### src/rtl/rls_pkg.sv
// Shared types and codes of the run-length stack.
package rls_pkg;
  localparam int KIND_W = 2;
  localparam int AMT_W = 32;
  localparam int USED_W = 5;
  localparam int STAT_W = 2;
  localparam logic [STAT_W-1:0] ST_OK = 2'd0;
  localparam logic [STAT_W-1:0] ST_FULL = 2'd1;
  localparam logic [STAT_W-1:0] ST_UNDER = 2'd2;
  localparam logic [KIND_W-1:0] KIND_BAD = 2'd3;
  localparam logic MODE_PRODUCE = 1'b0;

  typedef struct packed {
    logic [KIND_W-1:0] kind;
    logic [AMT_W-1:0] amount;
  } entry_t;

  // Shift command to the cell row
  typedef struct packed {
    logic push;  // shift down, new entry into cell 0
    logic pop;   // shift up
    logic load;  // rewrite cell 0
  } shift_t;
endpackage

### src/rtl/run_length_stack_top.sv
// Top level of the run-length stack: control sequencer, cell row, output register.
//
// A LIFO of (kind, count) runs kept in a row of STACK_DEPTH cells, top in cell 0;
// every push or pop shifts the whole row by one cell. An item is accepted in
// S_IDLE, worked in S_WALK and its result loaded into the output register from
// S_DONE. A consume item stays in S_WALK while it pops whole entries, since the
// remaining amount is compared with the top cell once per cycle and the row
// shifts up once per popped entry. One item is in work at a time; the next can
// be taken as soon as the result sits in the output register, even while that
// result waits for tready.
module run_length_stack_top
  import rls_pkg::*;
#(
  parameter int STACK_DEPTH = 16
) (
  input  logic        clk,
  input  logic        rst,
  input  logic        s_tvalid,
  output logic        s_tready,
  input  logic [39:0] s_tdata,   // mode[0], kind[2:1], amount[34:3], zero pad
  output logic        m_tvalid,
  input  logic        m_tready,
  output logic [47:0] m_tdata    // top_kind[1:0], top_amount[33:2],
                                 // entries_used[38:34], status[40:39], zero pad
);
  localparam int LVL_W = $clog2(STACK_DEPTH + 1);

  typedef enum logic [2:0] {
    S_IDLE = 3'b001,
    S_WALK = 3'b010,
    S_DONE = 3'b100
  } state_t;

  state_t state, state_next;
  logic mode;
  logic [KIND_W-1:0] kind;
  logic [AMT_W-1:0] left;
  logic [LVL_W-1:0] fill_level;
  logic [STAT_W-1:0] status;
  shift_t cmd;
  entry_t new_top, top;
  logic out_busy;

  rls_chain #(.DEPTH(STACK_DEPTH)) u_chain (
    .clk(clk), .cmd(cmd), .new_top(new_top), .top(top)
  );

  wire accept = s_tvalid && s_tready;
  assign s_tready = (state == S_IDLE);

  wire empty = (fill_level == '0);
  wire match = !empty && (top.kind == kind);
  wire full = (fill_level == LVL_W'(STACK_DEPTH));
  wire [AMT_W:0] sum = {1'b0, top.amount} + {1'b0, left};

  // S_WALK step: a produce merges or pushes, a consume pops or trims
  always_comb begin
    cmd = '0;
    new_top.kind = kind;
    new_top.amount = left;
    state_next = state;
    case (state)
      S_IDLE: if (accept) state_next = S_WALK;
      S_WALK: begin
        if (mode == MODE_PRODUCE) begin
          state_next = S_DONE;
          if (kind != KIND_BAD) begin
            if (match) begin
              cmd.load = 1'b1;
              new_top.amount = sum[AMT_W] ? '1 : sum[AMT_W-1:0];
            end else if (!full) begin
              cmd.push = 1'b1;
            end
          end
        end else if (empty) begin
          state_next = S_DONE;
        end else if (left >= top.amount) begin
          cmd.pop = 1'b1;
          if (left == top.amount) state_next = S_DONE;
        end else begin
          cmd.load = 1'b1;
          new_top.kind = top.kind;
          new_top.amount = top.amount - left;
          state_next = S_DONE;
        end
      end
      S_DONE: if (!out_busy) state_next = S_IDLE;
      default: state_next = S_IDLE;
    endcase
  end

  always_ff @(posedge clk) begin
    if (rst) begin
      state <= S_IDLE;
      fill_level <= '0;
    end else begin
      state <= state_next;
      if (cmd.push) fill_level <= fill_level + 1'b1;
      if (cmd.pop) fill_level <= fill_level - 1'b1;
    end
  end

  always_ff @(posedge clk) begin
    if (accept) begin
      mode <= s_tdata[0];
      kind <= s_tdata[2:1];
      left <= s_tdata[34:3];
      status <= ST_OK;
    end else if (state == S_WALK) begin
      if (mode == MODE_PRODUCE) begin
        if (kind != KIND_BAD && !match && full) status <= ST_FULL;
      end else if (empty) begin
        status <= ST_UNDER;
      end else if (left > top.amount) begin
        left <= left - top.amount;
      end
    end
  end

  // Output register
  assign out_busy = m_tvalid && !m_tready;
  wire load_out = (state == S_DONE) && !out_busy;
  logic [4:0] used5;
  assign used5 = 5'(fill_level);

  always_ff @(posedge clk) begin
    if (rst) begin
      m_tvalid <= 1'b0;
    end else if (load_out) begin
      m_tvalid <= 1'b1;
    end else if (m_tready) begin
      m_tvalid <= 1'b0;
    end
  end

  always_ff @(posedge clk) begin
    if (load_out) begin
      m_tdata <= {7'd0, status, used5,
                  empty ? {AMT_W{1'b0}} : top.amount,
                  empty ? {KIND_W{1'b0}} : top.kind};
    end
  end
endmodule

### src/rtl/rls_cell.sv
// One stack cell: holds an entry, shifts to either neighbor.
module rls_cell
  import rls_pkg::*;
(
  input  logic   clk,
  input  shift_t cmd,
  input  entry_t load_val,
  input  entry_t from_above,
  input  entry_t from_below,
  output entry_t value
);
  always_ff @(posedge clk) begin
    if (cmd.push) begin
      value <= from_above;
    end else if (cmd.pop) begin
      value <= from_below;
    end else if (cmd.load) begin
      value <= load_val;
    end
  end
endmodule

### src/rtl/rls_chain.sv
// Row of stack cells; cell 0 is the top of the stack.
module rls_chain
  import rls_pkg::*;
#(
  parameter int DEPTH = 16
) (
  input  logic   clk,
  input  shift_t cmd,
  input  entry_t new_top,
  output entry_t top
);
  entry_t vals [DEPTH];

  for (genvar i = 0; i < DEPTH; i++) begin : g_cell
    entry_t above, below;
    shift_t cell_cmd;
    // Only the top cell takes a rewrite; shifts move the whole row
    assign cell_cmd = {cmd.push, cmd.pop, cmd.load && (i == 0)};
    if (i == 0) begin : g_first
      assign above = new_top;
    end else begin : g_mid
      assign above = vals[i-1];
    end
    if (i == DEPTH - 1) begin : g_last
      assign below = vals[i];
    end else begin : g_inner
      assign below = vals[i+1];
    end
    rls_cell u_cell (
      .clk(clk), .cmd(cell_cmd), .load_val(new_top),
      .from_above(above), .from_below(below), .value(vals[i])
    );
  end

  assign top = vals[0];
endmodule

### config.mk
export PLATFORM = sky130hd
export DESIGN_NAME = run_length_stack_top
export DESIGN_NICKNAME = d
export VERILOG_FILES = /design/src/rtl/rls_pkg.sv /design/src/rtl/run_length_stack_top.sv /design/src/rtl/rls_cell.sv /design/src/rtl/rls_chain.sv
export SDC_FILE = /design/constraint.sdc
export NUM_CORES = 1
export LEC_CHECK = 0
export BUFFER_PORTS_ARGS = -buffer_cell sky130_fd_sc_hd__buf_2
export CORE_MARGIN = 2
export CORE_UTILIZATION = 45
export CTS_BUF_LIST = sky130_fd_sc_hd__clkbuf_16
export CTS_CLUSTER_SIZE = 14
export DETAILED_ROUTE_END_ITERATION = 8
export PLACE_DENSITY_LB_ADDON = 0.05
export SKIP_LAST_GASP = 1
export SLEW_MARGIN = 20
export SYNTH_ARGS = -nofsm -noshare
export SYNTH_HDL_FRONTEND = slang
export SYNTH_SLANG_ARGS = --single-unit
### constraint.sdc
create_clock -name clk -period 16.5 [get_ports clk]
set_clock_uncertainty 0.1 [all_clocks]
set_input_delay 4.95 -clock clk [delete_from_list [all_inputs] [get_ports clk]]
set_output_delay 4.95 -clock clk [all_outputs]
set_load 0.02 [all_outputs]
==> metrics.yaml <==
syn_to_final_growth_pct: 10.6
post_cts_buffers: 0
drt-pass1-iter-count: 5
io_pins: 94
drive_gt1_frac: 0.0725
first_global_vias: 22300
whs_path_depth: 0
finalCritPeriodShare: 0.410
globalRouteMet1Util: 0.348
syn-cell-area_um2: 32100
drc_errors: 0
hold_ws_ps: 335
min_path_type: "flip-flop to flip-flop"
met2_usage: 0.339
regArea_um2: 18800
fp.dieH_um: 271
multi_input_area_um2: 12100
track_usage: 0.229
synth_area_leaders: "edfxtp_1 (58%), nand2_1 (17%), ha_1 (3.8%)"
vias: 23300
ys.flop_type: "edfxtp_1"
path_clk_slew_ps: 60
clockBufferDepth: 3
worst_pin_slew_ps: 1150
die_area_um2: 73500
synth_top_area_share: 0.580
critPathMaxStageDelay_ps: 490
crit_slowest_cell: "dfxtp_1"
setup_viol: 0
pwr_density_cell_nw_per_um2: 107
fp.dieW_um: 271
synth_simple_gate_area_frac: 0.217
drtAntennaViolNets: 0
row_count: 97
synth-edff-count: 620
finalNetCount: 3485
grt_pass1_wl_um: 132000
grt_max_degree: 196
dp_hpwl_um: 56300
clock_sinks: 631
synth-xor-area-share: 0.0188
end_kind: "primary output"
coreArea_um2: 70300
first_iter_violations: 2105
clk_root_buffer_cell: "clkbuf_16"
setup_ws_ps: 9730
via_per_inst: 5.38
portBuffers: 81
nFillCells: 6490
insertion_delay_ps: 640
yosysTopAreaCell: "edfxtp_1"
grt.busiest_layer: "met1"
antenna_found_initial: 1
hold_violations: 0
cts_hold_buffers: 0
htreeDepth: 3
drt_wl_total_um: 85100
async_flop_share: 0
yosys_warnings: 0
cts_tree: "built"
cts_resized: 0
max_freq_ghz: 0.148
synth_top_family_by_area: "simple AND/OR/NAND/NOR gates"
start_util: 0.457
wire_per_inst_um: 19.6
dp_slack_ps: 9460
synth.area.mux_share: 0.00218
synth_cell_types: 91
cap_violations: 0
irDropWorstVdd_uv: 75.0
path_cells: "nor3b_1 > buf_2"
rsz0062_at_grt: "false"
slew_viol_final: 0
crit_arrival_ps: 1720
syn_inst: 3336
relSlewSlack: 0.232
gp_congestion: 0.904
tns_ps: 0
numCtsBuffers: 71
crit_required_ps: 11450
yosys_register_bits: 631
critical_path_class: "flip-flop to primary output"
grtUsageMet3: 0.0296
p_leak_nw: 14.4
fin_crit_ps: 6770
seq_area_frac_synth: 0.587
worstRegToRegCells: 10
synth_compound_area_frac: 0.0980
path_max_fanout: 6
yosys.area_share.adder: 0.0397
status: "finished clean"
gr-total-overflow: 0
cp-start-kind: "flip-flop"
syn_avg_cell_area_um2: 9.62
## sequential cells by signal, indices dropped and copies added (netlist names)
| register | flops |
|---|---|
| kind | 2 |
| left | 32 |
| mode | 1 |
| fill_level | 5 |
| m_tdata | 41 |
| u_chain.g_cell.u_cell.value | 544 |
| state | 3 |
| status | 2 |
| m_tvalid | 1 |
## cells by family after synthesis
family                     after synthesis
DFF                                    631
adders and majority gates              100
buffers and inverters                  288
AOI/OAI and AO/OA                      494
xor gates and xnor gates                69
muxes                                    7
other                                    1
and+or+nand+nor                       1746
## layer usage
layer	vias up	wire length, um	share of wire
met3	129	3740	0.044
met5	-	0	0
met4	0	2190	0.026
met1	11300	42100	0.50
met2	538	37100	0.44
li1	11400	-	-
## synth_stat cells, types with 16 or more instances
master    count
a21o_1       21
a21oi_1     152
edfxtp_1    620
xnor2_1      58
nand2b_1     18
a31oi_1      18
clkbuf_1     98
o31ai_1      16
nor2_1      146
o21bai_1     32
ha_1         97
nor3_1       25
buf_1        17
nand2_1    1440
inv_1       106
buf_2        49
nand3_1      22
o21ai_0     117
## cells in the final DEF (no fill, tap or decap), types with 11 or more instances in the layout
cell type / n
inv_1: 130
nor3_1: 25
dfxtp_1: 11
nor2b_1: 12
o21ai_0: 116
a21o_1: 21
or3_1: 13
nor2_1: 146
a21oi_1: 152
a31oi_1: 18
buf_2: 81
xnor2_1: 58
edfxtp_1: 620
clkbuf_16: 71
nor4_1: 15
ha_1: 97
nand2_1: 1438
o21bai_1: 32
xor2_1: 11
o221ai_1: 14
o22ai_1: 15
nand3_1: 21
buf_4: 19
nand2b_1: 18
o31ai_1: 16
## worst paths after layout
kind	start	to	slack, ps
worst max-delay path	state[0]	s_tready	9730
worst min-delay path	status[1]	m_tdata[40]	330
worst min register to register	status[1]	m_tdata[40]	330
worst max register to register	u_chain.g_cell[0].u_cell.value[16]	u_chain.g_cell[0].u_cell.value[13]	10840
## metrics by stage
| step | std cells | util | total power, mW | instance area, um^2 |
|---|---|---|---|---|
| after global routing | 4335 | 0.505 | 3.93 | 35500 |
| after floorplan | 3342 | - | 2.12 | 32100 |
| after detailed placement | 4208 | 0.472 | 2.23 | 33200 |
| final | 4336 | 0.505 | 3.79 | 35500 |
| after CTS | 4335 | 0.505 | 3.82 | 35500 |
| after global placement | 4208 | 0.472 | 2.23 | 33200 |
## power by group
part	internal [mW]	total (mW)	switching, mW
combinational	0.138	0.406	0.268
clock	0.905	1.58	0.676
sequential	1.78	1.80	0.0225
total	2.82	3.79	0.967
## worst max-delay path, delay by kind of cell, from the launching register on
family                 cells  cell delay, ps
buffers and inverters      1             230
DFF                        1             490
and+or+nand+nor            1             360
## cell type report
| type | instances | area share |
|---|---|---|
| Sequential cell | 631 | 0.530 |
| Multi-Input combinational cell | 2423 | 0.341 |
| Clock buffer | 71 | 0.0500 |
| Tap cell | 940 | 0.0331 |
| Timing Repair Buffer | 104 | 0.0174 |
| Clock inverter | 56 | 0.0156 |
| Inverter | 110 | 0.0120 |
| Antenna cell | 1 | 0.0000705 |
Note: power is estimated with default switching activity, not from simulation.
